## config.mk

```make
export PLATFORM = sky130hd
export DESIGN_NAME = sai_fifo
export DESIGN_NICKNAME = d
export VERILOG_FILES = /design/src/hdl/sai_pkg.sv /design/src/hdl/sai_fifo.sv
export SDC_FILE = /design/constraint.sdc
export NUM_CORES = 1
export LEC_CHECK = 0
export ABC_CLOCK_PERIOD_IN_PS = 3450
export BUFFER_PORTS_ARGS = -buffer_cell sky130_fd_sc_hd__buf_2
export CAP_MARGIN = 30
export CORE_UTILIZATION = 40
export CTS_BUF_LIST = sky130_fd_sc_hd__clkbuf_4 sky130_fd_sc_hd__clkbuf_8
export CTS_CLUSTER_SIZE = 12
export DETAILED_ROUTE_END_ITERATION = 12
export MAX_ROUTING_LAYER = met4
export PLACE_DENSITY = 0.7
export SYNTH_ARGS = -nofsm -noshare
export SYNTH_HDL_FRONTEND = slang
export SYNTH_SLANG_ARGS = --single-unit
```

## constraint.sdc

```tcl
create_clock -name clk_i -period 3.45 [get_ports clk_i]
set_input_delay 1.035 -clock clk_i [delete_from_list [all_inputs] [get_ports clk_i]]
set_output_delay 1.035 -clock clk_i [all_outputs]
set_load 0.01 [all_outputs]
```

## src/hdl/sai_pkg.sv

```systemverilog
// Shared types and constants for the segment angle block.
// Used by every module under hdl/; depends on nothing else.
`default_nettype none

package sai_pkg;

  // Fixed widths of the interface fields
  localparam int COORD_BITS      = 16;
  localparam int ANGLE_FRAC_BITS = 8;
  localparam int ANGLE_W         = 18;

  // CORDIC datapath
  localparam int ACC_FRAC     = 20;
  localparam int CORDIC_STEPS = 27;
  localparam int NORM_TOP     = 40;
  localparam int NORM_STAGES  = $clog2(COORD_BITS);
  localparam int XY_W         = NORM_TOP + 3;
  localparam int Z_W          = ACC_FRAC + 8;
  localparam int T_W          = ANGLE_FRAC_BITS + 7;
  localparam int CALC_W       = (ANGLE_FRAC_BITS + 10 > ANGLE_W) ?
                                ANGLE_FRAC_BITS + 10 : ANGLE_W;
  localparam int ROUND_SH     = ACC_FRAC - ANGLE_FRAC_BITS;

  // Request queue between front and back
  localparam int FIFO_DEPTH = 2;

  // Pipeline depth from an accepted request to its done strobe
  localparam int LATENCY = NORM_STAGES + CORDIC_STEPS + 5;

  localparam logic signed [Z_W-1:0] Z_RIGHT    = Z_W'(90 * (2 ** ACC_FRAC));
  localparam logic signed [Z_W-1:0] ROUND_HALF = Z_W'(2 ** (ROUND_SH - 1));
  localparam logic [T_W-1:0]        T_RIGHT    = T_W'(90 * (2 ** ANGLE_FRAC_BITS));
  localparam logic [CALC_W-1:0]     D180       = CALC_W'(180 * (2 ** ANGLE_FRAC_BITS));
  localparam logic [CALC_W-1:0]     D360       = CALC_W'(360 * (2 ** ANGLE_FRAC_BITS));

  // atan(2^-i) in degrees, 2^-20 degree units
  localparam logic signed [Z_W-1:0] ATAN_TAB [CORDIC_STEPS] = '{
    Z_W'(47185920), Z_W'(27855475), Z_W'(14718068), Z_W'(7471121), Z_W'(3750058),
    Z_W'(1876857),  Z_W'(938658),   Z_W'(469357),   Z_W'(234682),  Z_W'(117342),
    Z_W'(58671),    Z_W'(29335),    Z_W'(14668),    Z_W'(7334),    Z_W'(3667),
    Z_W'(1833),     Z_W'(917),      Z_W'(458),      Z_W'(229),     Z_W'(115),
    Z_W'(57),       Z_W'(29),       Z_W'(14),       Z_W'(7),       Z_W'(4),
    Z_W'(2),        Z_W'(1)
  };

  typedef enum logic [1:0] {
    MODE_FOLD   = 2'd0,  // [-90,90]
    MODE_MOD180 = 2'd1,  // [0,180)
    MODE_FULL   = 2'd2,  // [0,360)
    MODE_ZERO   = 2'd3   // always zero
  } range_mode_e;

  typedef enum logic [1:0] {
    KIND_DEGEN,
    KIND_VERT,
    KIND_HORIZ,
    KIND_OBLIQUE
  } seg_kind_e;

  typedef struct packed {
    seg_kind_e   kind;
    logic        dx_neg;
    logic        dy_neg;
    range_mode_e mode;
  } seg_ctrl_t;

  typedef struct packed {
    seg_ctrl_t             ctrl;
    logic [COORD_BITS-1:0] ax;
    logic [COORD_BITS-1:0] ay;
  } seg_item_t;

endpackage

`default_nettype wire

```

## src/hdl/sai_fifo.sv

```systemverilog
// Short request queue between the front end and the CORDIC back end.
// Depends on sai_pkg.
`default_nettype none

module sai_fifo (
  input  wire logic               clk_i,
  input  wire logic               rst_ni,
  input  wire logic               push_i,
  input  wire sai_pkg::seg_item_t push_item_i,
  input  wire logic               pop_i,
  output sai_pkg::seg_item_t      pop_item_o,
  output logic                    full_o,
  output logic                    empty_o
);

  localparam int DEPTH = sai_pkg::FIFO_DEPTH;
  localparam int PTR_W = (DEPTH > 1) ? $clog2(DEPTH) : 1;
  localparam int CNT_W = $clog2(DEPTH + 1);

  sai_pkg::seg_item_t mem_q [DEPTH];
  logic [PTR_W-1:0]   wr_ptr_d, wr_ptr_q, rd_ptr_d, rd_ptr_q;
  logic [CNT_W-1:0]   cnt_d, cnt_q;
  logic               do_push, do_pop;

  assign full_o  = (cnt_q == CNT_W'(DEPTH));
  assign empty_o = (cnt_q == '0);
  assign do_push = push_i && !full_o;
  assign do_pop  = pop_i && !empty_o;

  assign pop_item_o = mem_q[rd_ptr_q];

  always_comb begin
    wr_ptr_d = wr_ptr_q;
    rd_ptr_d = rd_ptr_q;
    cnt_d    = cnt_q;
    if (do_push) begin
      wr_ptr_d = (wr_ptr_q == PTR_W'(DEPTH - 1)) ? '0 : wr_ptr_q + 1'b1;
    end
    if (do_pop) begin
      rd_ptr_d = (rd_ptr_q == PTR_W'(DEPTH - 1)) ? '0 : rd_ptr_q + 1'b1;
    end
    if (do_push && !do_pop) begin
      cnt_d = cnt_q + 1'b1;
    end else if (do_pop && !do_push) begin
      cnt_d = cnt_q - 1'b1;
    end
  end

  always_ff @(posedge clk_i or negedge rst_ni) begin
    if (!rst_ni) begin
      wr_ptr_q <= '0;
      rd_ptr_q <= '0;
      cnt_q    <= '0;
    end else begin
      wr_ptr_q <= wr_ptr_d;
      rd_ptr_q <= rd_ptr_d;
      cnt_q    <= cnt_d;
    end
  end

  always_ff @(posedge clk_i) begin
    if (do_push) begin
      mem_q[wr_ptr_q] <= push_item_i;
    end
  end

endmodule

`default_nettype wire

```

==> results.cfg <==
[clock_tree]
cts_sinks = 80
cts-buffers-inserted = 9
clk_pin_slew_ns = 0.07
cts_tree = yes
cts_buffer_depth = 2
hold_buffers = 0
ctsResizeCount = 0
cts_root_buffer = clkbuf_8
clock_latency_ns = 0.35
htreeDepth = 3
postCtsSetupBuffers = 0

[drt]
first_pass_iters = 4
drt_wl_total_um = 4880
vias_per_cell = 4.55
wire_per_inst_um = 14.6
post-route-drc-count = 0
via_count = 1516
met2_length_um = 2280
topRoutingLayerUsed = met4
drt_iter0_drc = 49
drtAntennaViolNets = 0
route.met3.wl_um = 311
wl_met1_um = 2190

[finish]
insertedDiodeCount = 0
n_fill_cell = 617
syn_to_final_growth_pct = 24.5
nets = 272
drive_gt1_share_pct = 60.3

[timing]
final_max_slew_viol_count = 0
whs_ns = 0.484
min_period_ns = 2.77
fin_crit_sh_pct = 80.3
max_freq_ghz = 0.361
rsz0062_at_grt = false
setup-violations-final = 0
fin_worst_skew_ns = 0.0109
setup_tns_ns = 0
relSlewSlack_pct = 60.0
tightest_slew_ns = 0.599
hold_viol_final = 0

[setup_path]
r2r-end = mem_q[1][32]
start_kind = flop
critPathKind = reg -> out
end_kind = output port
worstPathRequired_ns = 2.41
crit_arrival_ns = 1.74
r2r_slack_ns = 1.63
path_max_fanout = 15
worstReg2RegStart = cnt_q[0]
reg2regPathDepth = 3

[min_path]
min_path_type = in -> async

[pwr]
pwr_density_cell_nw_per_um2 = 818
pwr-share-seq_pct = 46.8
switching_power_uw = 896
p_comb_share_pct = 31.4
p_int_uw = 2140
leakagePower_uw = 0.00144
p_clk_share_pct = 21.8
ir_drop_mv = 0.598
swShare_pct = 29.5

[logic_synthesis]
synth_area_leaders = edfxtp_1, mux2_2, mux2_4, dfrtp_1, xnor2_1
netlist.top_cell.by_area = edfxtp_1
synthesis.area_sq_um = 2990
synthCells = 137
ys_ff_latch = 80
synthDominantCellAreaShare_pct = 76.4
synth_cell_types = 16
seq_area_frac_synth_pct = 79.8
yosysWarnings = 0
syn_area_per_cell_sq_um = 21.8
synth.net_count = 180

[job]
maxCapViolCount = 0

[floorplan]
core_sq_um = 7210
num_rows = 31
io_pins = 82
dieArea_sq_um = 7810
die_w_um = 88.4
start_util_pct = 41.4
die_y_um = 88.4

[global_route]
grt-ovfl-total = 0
grt_pass1_vias = 1497
grt_pass1_wl_um = 7270
grt_usage_pct = 13.7
grt_max_degree = 22
antenna_found_initial = 0

[run_status]
status = completed

[placement]
dp_hpwl_um = 3260
placement.io_buffers = 81
place.gp.congestion = 0.647
==> worst max-delay path, cell delays in order (launching register included) <==
cell and delay, ns:
dfrtp_2 0.54, buf_4 0.33, mux2_2 0.37, buf_2 0.14
==> synthesized netlist by cell type, drive strengths merged <==
cell type	count
and3	1
buf	4
dfrtp	4
edfxtp	76
ha	1
inv	2
mux2	38
nand2	1
nand2b	1
nor2	3
o21ai	1
xnor2	3
xor2	2
==> through the flow <==
| stage | instance area (sq um) | power (uW) | utilization [%] | instances | worst slack [ns] |
|---|---|---|---|---|---|
| floorplan | 2990 | 2080 | - | 137 | 0.291 |
| global placement | 3530 | 2400 | 48.9 | 317 | 1.04 |
| detailed placement | 3530 | 2420 | 48.9 | 317 | 1.02 |
| CTS | 3720 | 3080 | 51.5 | 333 | 0.635 |
| global route | 3720 | 3200 | 51.5 | 333 | 0.609 |
| finish | 3720 | 3040 | 51.5 | 333 | 0.679 |
==> placed cells by master, fill, tap and decap left out, types with 2 or more instances in the layout <==
cell type / netlist / routed
xor2_1: 2 / 2
edfxtp_1: 76 / 76
inv_1: 2 / 2
dfrtp_1: 4 / 3
xnor2_1: 3 / 3
clkbuf_8: 0 / 9
buf_4: 2 / 3
clkinv_2: 0 / 2
mux2_4: 10 / 10
buf_2: 0 / 81
nor2_1: 3 / 2
mux2_2: 28 / 28
==> layout make-up <==
cell class | count | area (sq um) | area share [%]
sequential | 80 | 2380 | 64.1
tap | 99 | 124 | 3.33
inverter | 2 | 7.51 | 0.202
timing repair buffer | 85 | 448 | 12.0
multi-input combinational | 51 | 563 | 15.1
clock inverter | 6 | 60.1 | 1.62
clock buffer | 10 | 131 | 3.53
==> cells by family after synthesis <==
kind of cell               Yosys count  synth area share (%)
and+or+nand+nor                      6                 0.922
AOI/OAI and AO/OA                    1                 0.167
DFF                                 80                  79.8
buffers and inverters                6                  1.63
xor gates and xnor gates             5                  1.47
muxes                               38                  15.6
adders and majority gates            1                 0.419
==> registers in the layout, indices dropped and copies added, names as in the netlist <==
register,flops
mem_q,76
rd_ptr_q,1
cnt_q,2
wr_ptr_q,1
==> how the worst max path moves through the flow <==
| stage | depth (start not counted) | endpoint | from |
|---|---|---|---|
| 3_3_place_gp | 3 | pop_item_o[7] | rd_ptr_q |
| 4_1_cts | 3 | pop_item_o[23] | rd_ptr_q |
| 6_report | 3 | pop_item_o[25] | rd_ptr_q |
| 5_1_grt | 3 | pop_item_o[31] | rd_ptr_q |
| 3_5_place_dp | 3 | pop_item_o[23] | rd_ptr_q |
| 2_1_floorplan | 2 | mem_q[0][0] | push_i |
==> layer usage <==
metal | global-route usage [%] | up-vias
li1 | - | 712
met1 | 17.0 | 736
met2 | 20.1 | 57
met3 | 3.73 | 11
met4 | 7.92 | 0
met5 | - | -
==> power groups by stage <==
stage                     sequential [uW]  clock [uW]  combinational [uW]
final                                1420         662                 956
after global routing                 1450         715                1040
after CTS                            1430         679                 974
after detailed placement             1450           0                 971
after global placement               1440           0                 966
after floorplan                      1410           0                 674
(Power assumes the default switching activity.)
