File: src/hdl/sai_pkg.sv
// Shared types and constants for the segment angle block.
// Used by every module under hdl/; depends on nothing else.
`default_nettype none

package sai_pkg;

  // Fixed widths of the interface fields
  localparam int COORD_BITS      = 16;
  localparam int ANGLE_FRAC_BITS = 8;
  localparam int ANGLE_W         = 18;

  // CORDIC datapath
  localparam int ACC_FRAC     = 20;
  localparam int CORDIC_STEPS = 27;
  localparam int NORM_TOP     = 40;
  localparam int NORM_STAGES  = $clog2(COORD_BITS);
  localparam int XY_W         = NORM_TOP + 3;
  localparam int Z_W          = ACC_FRAC + 8;
  localparam int T_W          = ANGLE_FRAC_BITS + 7;
  localparam int CALC_W       = (ANGLE_FRAC_BITS + 10 > ANGLE_W) ?
                                ANGLE_FRAC_BITS + 10 : ANGLE_W;
  localparam int ROUND_SH     = ACC_FRAC - ANGLE_FRAC_BITS;

  // Request queue between front and back
  localparam int FIFO_DEPTH = 2;

  // Pipeline depth from an accepted request to its done strobe
  localparam int LATENCY = NORM_STAGES + CORDIC_STEPS + 5;

  localparam logic signed [Z_W-1:0] Z_RIGHT    = Z_W'(90 * (2 ** ACC_FRAC));
  localparam logic signed [Z_W-1:0] ROUND_HALF = Z_W'(2 ** (ROUND_SH - 1));
  localparam logic [T_W-1:0]        T_RIGHT    = T_W'(90 * (2 ** ANGLE_FRAC_BITS));
  localparam logic [CALC_W-1:0]     D180       = CALC_W'(180 * (2 ** ANGLE_FRAC_BITS));
  localparam logic [CALC_W-1:0]     D360       = CALC_W'(360 * (2 ** ANGLE_FRAC_BITS));

  // atan(2^-i) in degrees, 2^-20 degree units
  localparam logic signed [Z_W-1:0] ATAN_TAB [CORDIC_STEPS] = '{
    Z_W'(47185920), Z_W'(27855475), Z_W'(14718068), Z_W'(7471121), Z_W'(3750058),
    Z_W'(1876857),  Z_W'(938658),   Z_W'(469357),   Z_W'(234682),  Z_W'(117342),
    Z_W'(58671),    Z_W'(29335),    Z_W'(14668),    Z_W'(7334),    Z_W'(3667),
    Z_W'(1833),     Z_W'(917),      Z_W'(458),      Z_W'(229),     Z_W'(115),
    Z_W'(57),       Z_W'(29),       Z_W'(14),       Z_W'(7),       Z_W'(4),
    Z_W'(2),        Z_W'(1)
  };

  typedef enum logic [1:0] {
    MODE_FOLD   = 2'd0,  // [-90,90]
    MODE_MOD180 = 2'd1,  // [0,180)
    MODE_FULL   = 2'd2,  // [0,360)
    MODE_ZERO   = 2'd3   // always zero
  } range_mode_e;

  typedef enum logic [1:0] {
    KIND_DEGEN,
    KIND_VERT,
    KIND_HORIZ,
    KIND_OBLIQUE
  } seg_kind_e;

  typedef struct packed {
    seg_kind_e   kind;
    logic        dx_neg;
    logic        dy_neg;
    range_mode_e mode;
  } seg_ctrl_t;

  typedef struct packed {
    seg_ctrl_t             ctrl;
    logic [COORD_BITS-1:0] ax;
    logic [COORD_BITS-1:0] ay;
  } seg_item_t;

endpackage

`default_nettype wire

File: src/hdl/sai_front.sv
// Front end: takes a request, forms the end-point differences and classifies the segment.
// Depends on sai_pkg.
`default_nettype none

module sai_front (
  input  wire logic                                clk_i,
  input  wire logic                                rst_ni,
  input  wire logic                                start_i,
  input  wire logic signed [sai_pkg::COORD_BITS-1:0] start_x_i,
  input  wire logic signed [sai_pkg::COORD_BITS-1:0] start_y_i,
  input  wire logic signed [sai_pkg::COORD_BITS-1:0] end_x_i,
  input  wire logic signed [sai_pkg::COORD_BITS-1:0] end_y_i,
  input  wire sai_pkg::range_mode_e                mode_i,
  input  wire logic                                full_i,
  output logic                                     busy_o,
  output logic                                     push_o,
  output sai_pkg::seg_item_t                       item_o
);

  localparam int D_W = sai_pkg::COORD_BITS + 1;

  logic signed [D_W-1:0] dx, dy, adx, ady;
  logic                  accept;
  logic                  valid_d, valid_q;
  sai_pkg::seg_item_t    item_d, item_q;

  assign dx = D_W'(end_x_i) - D_W'(start_x_i);
  assign dy = D_W'(end_y_i) - D_W'(start_y_i);
  assign adx = dx[D_W-1] ? -dx : dx;
  assign ady = dy[D_W-1] ? -dy : dy;

  always_comb begin
    item_d.ax          = adx[sai_pkg::COORD_BITS-1:0];
    item_d.ay          = ady[sai_pkg::COORD_BITS-1:0];
    item_d.ctrl.dx_neg = dx[D_W-1];
    item_d.ctrl.dy_neg = dy[D_W-1];
    item_d.ctrl.mode   = mode_i;
    priority if (dx == '0 && dy == '0) begin
      item_d.ctrl.kind = sai_pkg::KIND_DEGEN;
    end else if (dx == '0) begin
      item_d.ctrl.kind = sai_pkg::KIND_VERT;
    end else if (dy == '0) begin
      item_d.ctrl.kind = sai_pkg::KIND_HORIZ;
    end else begin
      item_d.ctrl.kind = sai_pkg::KIND_OBLIQUE;
    end
  end

  // holding register stalls only if the queue is full
  assign busy_o = valid_q && full_i;
  assign push_o = valid_q && !full_i;
  assign accept = start_i && !busy_o;

  always_comb begin
    valid_d = valid_q;
    if (accept) begin
      valid_d = 1'b1;
    end else if (push_o) begin
      valid_d = 1'b0;
    end
  end

  always_ff @(posedge clk_i or negedge rst_ni) begin
    if (!rst_ni) begin
      valid_q <= 1'b0;
    end else begin
      valid_q <= valid_d;
    end
  end

  always_ff @(posedge clk_i) begin
    if (accept) begin
      item_q <= item_d;
    end
  end

  assign item_o = item_q;

endmodule

`default_nettype wire

File: config.mk
export PLATFORM = sky130hd
export DESIGN_NAME = sai_front
export DESIGN_NICKNAME = d
export VERILOG_FILES = /design/src/hdl/sai_pkg.sv /design/src/hdl/sai_front.sv
export SDC_FILE = /design/constraint.sdc
export NUM_CORES = 1
export LEC_CHECK = 0
export ABC_AREA = 1
export BUFFER_PORTS_ARGS = -buffer_cell sky130_fd_sc_hd__clkbuf_2
export CORE_MARGIN = 3
export CORE_UTILIZATION = 50
export DETAILED_ROUTE_END_ITERATION = 8
export PLACE_DENSITY = 0.76
export REMOVE_ABC_BUFFERS = 1
export SKIP_CTS_REPAIR_TIMING = 1
export SYNTH_ARGS = -nofsm -noshare
export SYNTH_HDL_FRONTEND = slang
export SYNTH_SLANG_ARGS = --single-unit
File: constraint.sdc
create_clock -name clk_i -period 3.2 [get_ports clk_i]
set_input_delay 0.64 -clock clk_i [delete_from_list [all_inputs] [get_ports clk_i]]
set_output_delay 0.64 -clock clk_i [all_outputs]
set_load 0.005 [all_outputs]
==> results of run 1 <==
## synthesized netlist by cell type
master	instances	area, um2
inv_1	147	551.8
edfxtp_1	38	1141
buf_2	1	5.000
and3_1	1	6.260
o21ai_0	6	30.03
and2_1	2	12.51
a21boi_0	1	7.510
xnor2_1	7	61.31
xor2_1	16	140.1
nand2_2	2	12.51
inv_2	2	7.510
nand4_1	6	37.54
nand3b_1	6	45.04
buf_6	2	22.52
nand2_1	253	949.7
nor2_1	54	202.7
nor2_2	1	6.260
fa_1	2	40.04
ha_1	36	450.4
nand3_1	57	285.3
nor3_1	4	20.02
dfrtp_1	1	25.02
a21oi_4	1	16.27
nand3_2	1	10.01
a21oi_1	21	105.1
o21a_1	1	7.510
## per-layer routing
metal  share of wire  track usage
met1            0.50       0.2924
met2            0.43       0.3158
met3           0.065      0.03877
met4          0.0017      0.02343
met5               0            0
## critical path: cells and delay by family
kind / cells / cell delay (ns)
adder cells (fa/ha/maj): 2 / 0.62
AND/OR/NAND/NOR: 13 / 1.29
buffers and inverters: 3 / 0.21
## state kept, by name, indices dropped and copies added, names as in the netlist
name and count:
item_o 38, valid_q 1
## power breakdown
part	internal [mW]	leakage [nW]	switching (mW)	total, mW
sequential	0.665	0.368	0.0221	0.687
combinational	0.311	2.58	0.505	0.816
clock	0.152	0.0412	0.165	0.317
## worst paths after layout
check,to,slack (ns),depth (start not counted)
max in group asynchronous,valid_q$_DFFE_PN0P_,3.00,1
min in group clk_i,valid_q$_DFFE_PN0P_,0.49,2
min,valid_q$_DFFE_PN0P_,0.11,1
min reg2reg,valid_q$_DFFE_PN0P_,0.49,2
max,item_o[13]$_DFFE_PP_,0.48,18
max reg2reg,item_o[33]$_DFFE_PP_,1.82,4
## per-stage QoR
stage / setup WS (ns) / cell area (um2)
2_1_floorplan: 0.3959 / 4172
3_3_place_gp: 0.3518 / 4867
3_5_place_dp: 0.2174 / 4867
4_1_cts: 0.5052 / 4952
5_1_grt: 0.2313 / 4952
6_report: 0.4805 / 4952
## cell type report
cell class,count,area (um2),share of cell area
multi-input cells,478,2454,0.4955
clock inverters,2,12.51,0.002527
clock buffers,6,72.57,0.01465
flip-flops and latches,39,1166,0.2355
well taps,102,127.6,0.02577
inverters,149,559.3,0.1129
repair buffers,111,560.5,0.1132
## cells by family after synthesis
logic type               synth area share
AND/OR/NAND/NOR                    0.3781
buffers and inverters              0.1397
flip-flops                         0.2777
adder cells (fa/ha/maj)            0.1168
AO/OA/AOI/OAI                     0.03963
XOR/XNOR                          0.04797
==> flow_summary.toml, run 1 <==
[clocking]
cts_tree = "done"
clockRootBuffer = "clkbuf_8"
cts_htree_levels = 2
clk_latency_ns = 0.29
clk_pin_slew_ns = 0.08
cts.path.max_buffers = 2
clkSinkCount = 39
numCtsBuffers = 5

[outcome]
status = "finished, final reports clean"

[detailed_routing]
vias = 4214
drt.antenna.violating_nets = 0
drt-wirelength-per-cell_um = 10.70
drt_wl_total_um = 9490
drtPass1Iterations = 5
post-route-drc-count = 0
drt_first_iter_violations = 203
vias_per_cell = 4.751

[synth]
netlist_instances = 669
syn_avg_cell_area_um2 = 6.277
synth_warnings = 0
synth_area_um2 = 4199
ys_types = 26
ys_seq_area_frac = 0.2777
ys_seq_elements = 39

[sta]
fin_setup_tns_ns = 0
hold_violations = 0
grt_setup_unrepaired = "no"
skew_ns = 0.008516
min_period_ns = 2.719
fin_crit_sh = 0.8498
tightest_slew_ns = 0.4610
whs_ns = 0.1107
slew_violations = 0
fmax_ghz = 0.3677
relSlewSlack = 0.6926
finalSetupViolCount = 0

[power]
p_leak_nw = 2.994
ir_worst_vdd_mv = 0.1932
power_density_nw_per_um2 = 367.5
p_total_mw = 1.820

[setup_path]
crit_chain = "clkbuf_2 > inv_1 > ha_1 > fa_1 > inv_1 > nand3_1 > nand2_1 > nand2_1 > nand2_1 > nand2_1 > nor2_1 > nand2_1 > nor2_1 > nand2_1 > nand2_1 > nand2_1 > nand2_1 > nand2_1"
critPathLaunchType = "primary input"
required_ns = 3.23
r2r_start = "valid_q$_DFFE_PN0P_"
critPathMaxFanout = 5
critPathArrivalTime_ns = 2.75
cp_slowest_cell = "fa_1"
critPathMaxStageDelay_ns = 0.41
cp-end-kind = "register"
crit_type = "primary input to register"
critPathLaunch = "end_y_i[0]"
cpMostUsedCell = "nand2_1"

[global_routing]
grt_pass1_wl_um = 16280
grt_pass1_vias = 3792
grt_max_degree = 39
gr-total-overflow = 0
antenna_found_initial = 0
grt.total_usage = 0.1998

[die]
die_x_um = 97.64
die_area_um2 = 9534
die_y_um = 97.64
row_count = 32
core-area_um2 = 7928
io_pins = 110
start_util = 0.5297

[min_path]
hold_class = "primary input to async pin"

[place]
placed_cells = 879
dp_hpwl_um = 8234
io_buffers = 109
gp_congestion = 0.8630

[flow_run]
max_cap_violations = 0

[cells_and_area]
drive_above_1_share = 0.1605
nFillCells = 765
layout_commonest_cell = "nand2_1"
synthToLayoutAreaGrowth_pct = 17.94
mostFrequentLayoutCells = "nand2_1, inv_1, clkbuf_2"
post-route-util = 0.6247
final_cells = 887
layout.nets = 892
diodes = 0
Note: power is estimated with default switching activity, not from simulation.
==> run 2, diff against run 1 <==
--- a/config.mk
+++ b/config.mk
@@ -5,12 +5,12 @@
 export SDC_FILE = /design/constraint.sdc
 export NUM_CORES = 1
 export LEC_CHECK = 0
-export ABC_AREA = 1
+export ABC_AREA = 0
 export BUFFER_PORTS_ARGS = -buffer_cell sky130_fd_sc_hd__clkbuf_2
 export CORE_MARGIN = 3
-export CORE_UTILIZATION = 50
+export CORE_UTILIZATION = 48
 export DETAILED_ROUTE_END_ITERATION = 8
-export PLACE_DENSITY = 0.76
+export PLACE_DENSITY = 0.78
 export REMOVE_ABC_BUFFERS = 1
 export SKIP_CTS_REPAIR_TIMING = 1
 export SYNTH_ARGS = -nofsm -noshare
==> constraint.sdc (replaced) <==
create_clock -name clk_i -period 2.35 [get_ports clk_i]
set_input_delay 0.47 -clock clk_i [delete_from_list [all_inputs] [get_ports clk_i]]
set_output_delay 0.47 -clock clk_i [all_outputs]
set_load 0.005 [all_outputs]
==> flow_summary.toml, run 2 <==
[power]
ir_worst_vdd_mv = 0.3944
p_total_mw = 3.082
p_leak_nw = 2.764
power_density_nw_per_um2 = 518.4

[detailed_routing]
drt_wl_total_um = 11470
vias_per_cell = 5.406
drt.antenna.violating_nets = 0
drt-wirelength-per-cell_um = 15.46
drt_first_iter_violations = 153
drtPass1Iterations = 5
vias = 4011
post-route-drc-count = 0

[cells_and_area]
layout.nets = 750
drive_above_1_share = 0.5054
layout_commonest_cell = "buf_4"
synthToLayoutAreaGrowth_pct = 57.77
largest_reg_flops = 38
nFillCells = 470
mostFrequentLayoutCells = "buf_4, clkbuf_2, inv_1"
diodes = 0

[die]
row_count = 31
start_util = 0.5060
io_pins = 110
core-area_um2 = 7447
die_x_um = 94.61
die_area_um2 = 8950
die_y_um = 94.61

[place]
io_buffers = 109
gp_congestion = 0.8731
dp_hpwl_um = 8030

[synth]
ys_seq_elements = 39
synthTopCellsByCount = "inv_1, nor2_1, edfxtp_1"
syn_avg_cell_area_um2 = 9.016
ys_seq_area_frac = 0.3094
synth_async_sr_flop_share = 0.02564
ys_types = 67
yosys-top-cells-area = "edfxtp_1, ha_1, xor2_1, xnor2_1, inv_1"
synth_warnings = 0
synth_area_um2 = 3769
synth_top_cell_by_area = "edfxtp_1"
synth-main-ff-cell = "edfxtp_1"
netlist_instances = 418
synth_top_area_frac = 0.3028
synth_most_common_cell = "inv_1"
synth_edf_count = 38

[global_routing]
grt_pass1_vias = 3570
grt_pass1_wl_um = 15380
gr-total-overflow = 0
antenna_found_initial = 0
grt.total_usage = 0.2127
grt_max_degree = 39

[clocking]
clockRootBuffer = "clkbuf_8"
clkSinkCount = 39
cts.path.max_buffers = 2
clk_latency_ns = 0.29
cts_htree_levels = 2
cts_tree = "done"
numCtsBuffers = 5
clk_pin_slew_ns = 0.08

[setup_path]
cp-end-kind = "register"
required_ns = 2.38
critPathArrivalTime_ns = 2.91
critPathMaxFanout = 3
critPathLaunchType = "primary input"
crit_type = "primary input to register"

[sta]
fin_crit_sh = 1.230
whs_ns = 0.3627
slew_violations = 0
finalSetupViolCount = 34
skew_ns = 0.008235
min_period_ns = 2.890
fmax_ghz = 0.3460
relSlewSlack = 0.6510
hold_violations = 0
fin_ws_ns = -0.5398
tightest_slew_ns = 0.5213
grt_setup_unrepaired = "yes"

[outcome]
failed_checks = "setup timing"
status = "finished, violations left"

[flow_run]
max_cap_violations = 0

[min_path]
hold_class = "primary input to register"
-- run 2: changes by cell type after synthesis, moves of 7 or more --
cell / before / now
o21ai_0: 6 / 22
xnor2_1: 7 / 24
inv_1: 147 / 50
a21oi_1: 21 / 30
nand3_1: 57 / 10
nand2_1: 253 / 17
nor2b_1: 0 / 7
xor2_1: 16 / 25
a21o_1: 0 / 8
nor2_1: 54 / 39
o21a_1: 1 / 9
-- run 2: stage by stage --
| stage | util | instances | worst slack (ns) | area, um2 | setup TNS, ns |
|---|---|---|---|---|---|
| after global routing | 0.7984 | 742 | -0.6454 | 5946 | -14.99 |
| after global placement | 0.6954 | 723 | -0.7967 | 5179 | -23.42 |
| after CTS | 0.7068 | 731 | -0.6344 | 5264 | -16.19 |
| after floorplan | - | 410 | -0.9759 | 3714 | -38.90 |
| final | 0.7984 | 742 | -0.5398 | 5946 | -12.25 |
| after detailed placement | 0.6954 | 723 | -0.9338 | 5179 | -26.22 |
-- run 2: path summary, 6_finish.rpt --
path	slack, ns	cells after the start	startpoint	to
max	-0.54	11	start_y_i[1]	item_o[15]$_DFFE_PP_
min	0.36	1	mode_i[0]	item_o[32]$_DFFE_PP_
max reg2reg	0.87	3	valid_q$_DFFE_PN0P_	item_o[22]$_DFFE_PP_
min reg2reg	0.71	2	valid_q$_DFFE_PN0P_	valid_q$_DFFE_PN0P_
max in group asynchronous	1.78	2	rst_ni	valid_q$_DFFE_PN0P_
min in group asynchronous	0.49	2	rst_ni	valid_q$_DFFE_PN0P_
-- run 2: cell type report --
| class | instances | area [um2] | share of cell area |
|---|---|---|---|
| Inverter | 50 | 197.7 | 0.03325 |
| Sequential cell | 39 | 1166 | 0.1961 |
| Clock buffer | 6 | 72.57 | 0.01221 |
| Multi-Input combinational cell | 321 | 2868 | 0.4823 |
| Tap cell | 99 | 123.9 | 0.02083 |
| Clock inverter | 2 | 12.51 | 0.002104 |
| Timing Repair Buffer | 225 | 1505 | 0.2532 |
-- run 2: power by group --
part | internal (mW) | switching, mW
clock network | 0.208 | 0.242
logic | 0.839 | 0.847
registers | 0.914 | 0.0325
-- run 2: worst max-delay path, stage by stage --
cell and delay (ns):
buf_8 0.10, inv_4 0.05, ha_4 0.18, nor2b_4 0.13, o31a_1 0.34, a211oi_2 0.28
xor2_1 0.27, nand4_2 0.19, or3b_4 0.44, o41ai_4 0.35, xor2_1 0.11
-- run 2: logic make-up after synthesis --
family | count (synthesis) | share of synthesized area
AO/OA/AOI/OAI | 115 | 0.2092
AND/OR/NAND/NOR | 117 | 0.1630
XOR/XNOR | 50 | 0.1212
buffers and inverters | 58 | 0.06441
adder cells (fa/ha/maj) | 38 | 0.1301
multiplexers | 1 | 0.002656
flip-flops | 39 | 0.3094
-- run 2: per-layer routing --
layer	GRT usage	wire [um]	part of all wire	vias to the layer above
met2	0.3711	5860	0.51	146
met3	0.03267	631	0.055	18
li1	-	-	-	1954
met1	0.2703	4786	0.42	1893
met4	0.06370	193	0.017	0
met5	0	0	0	-
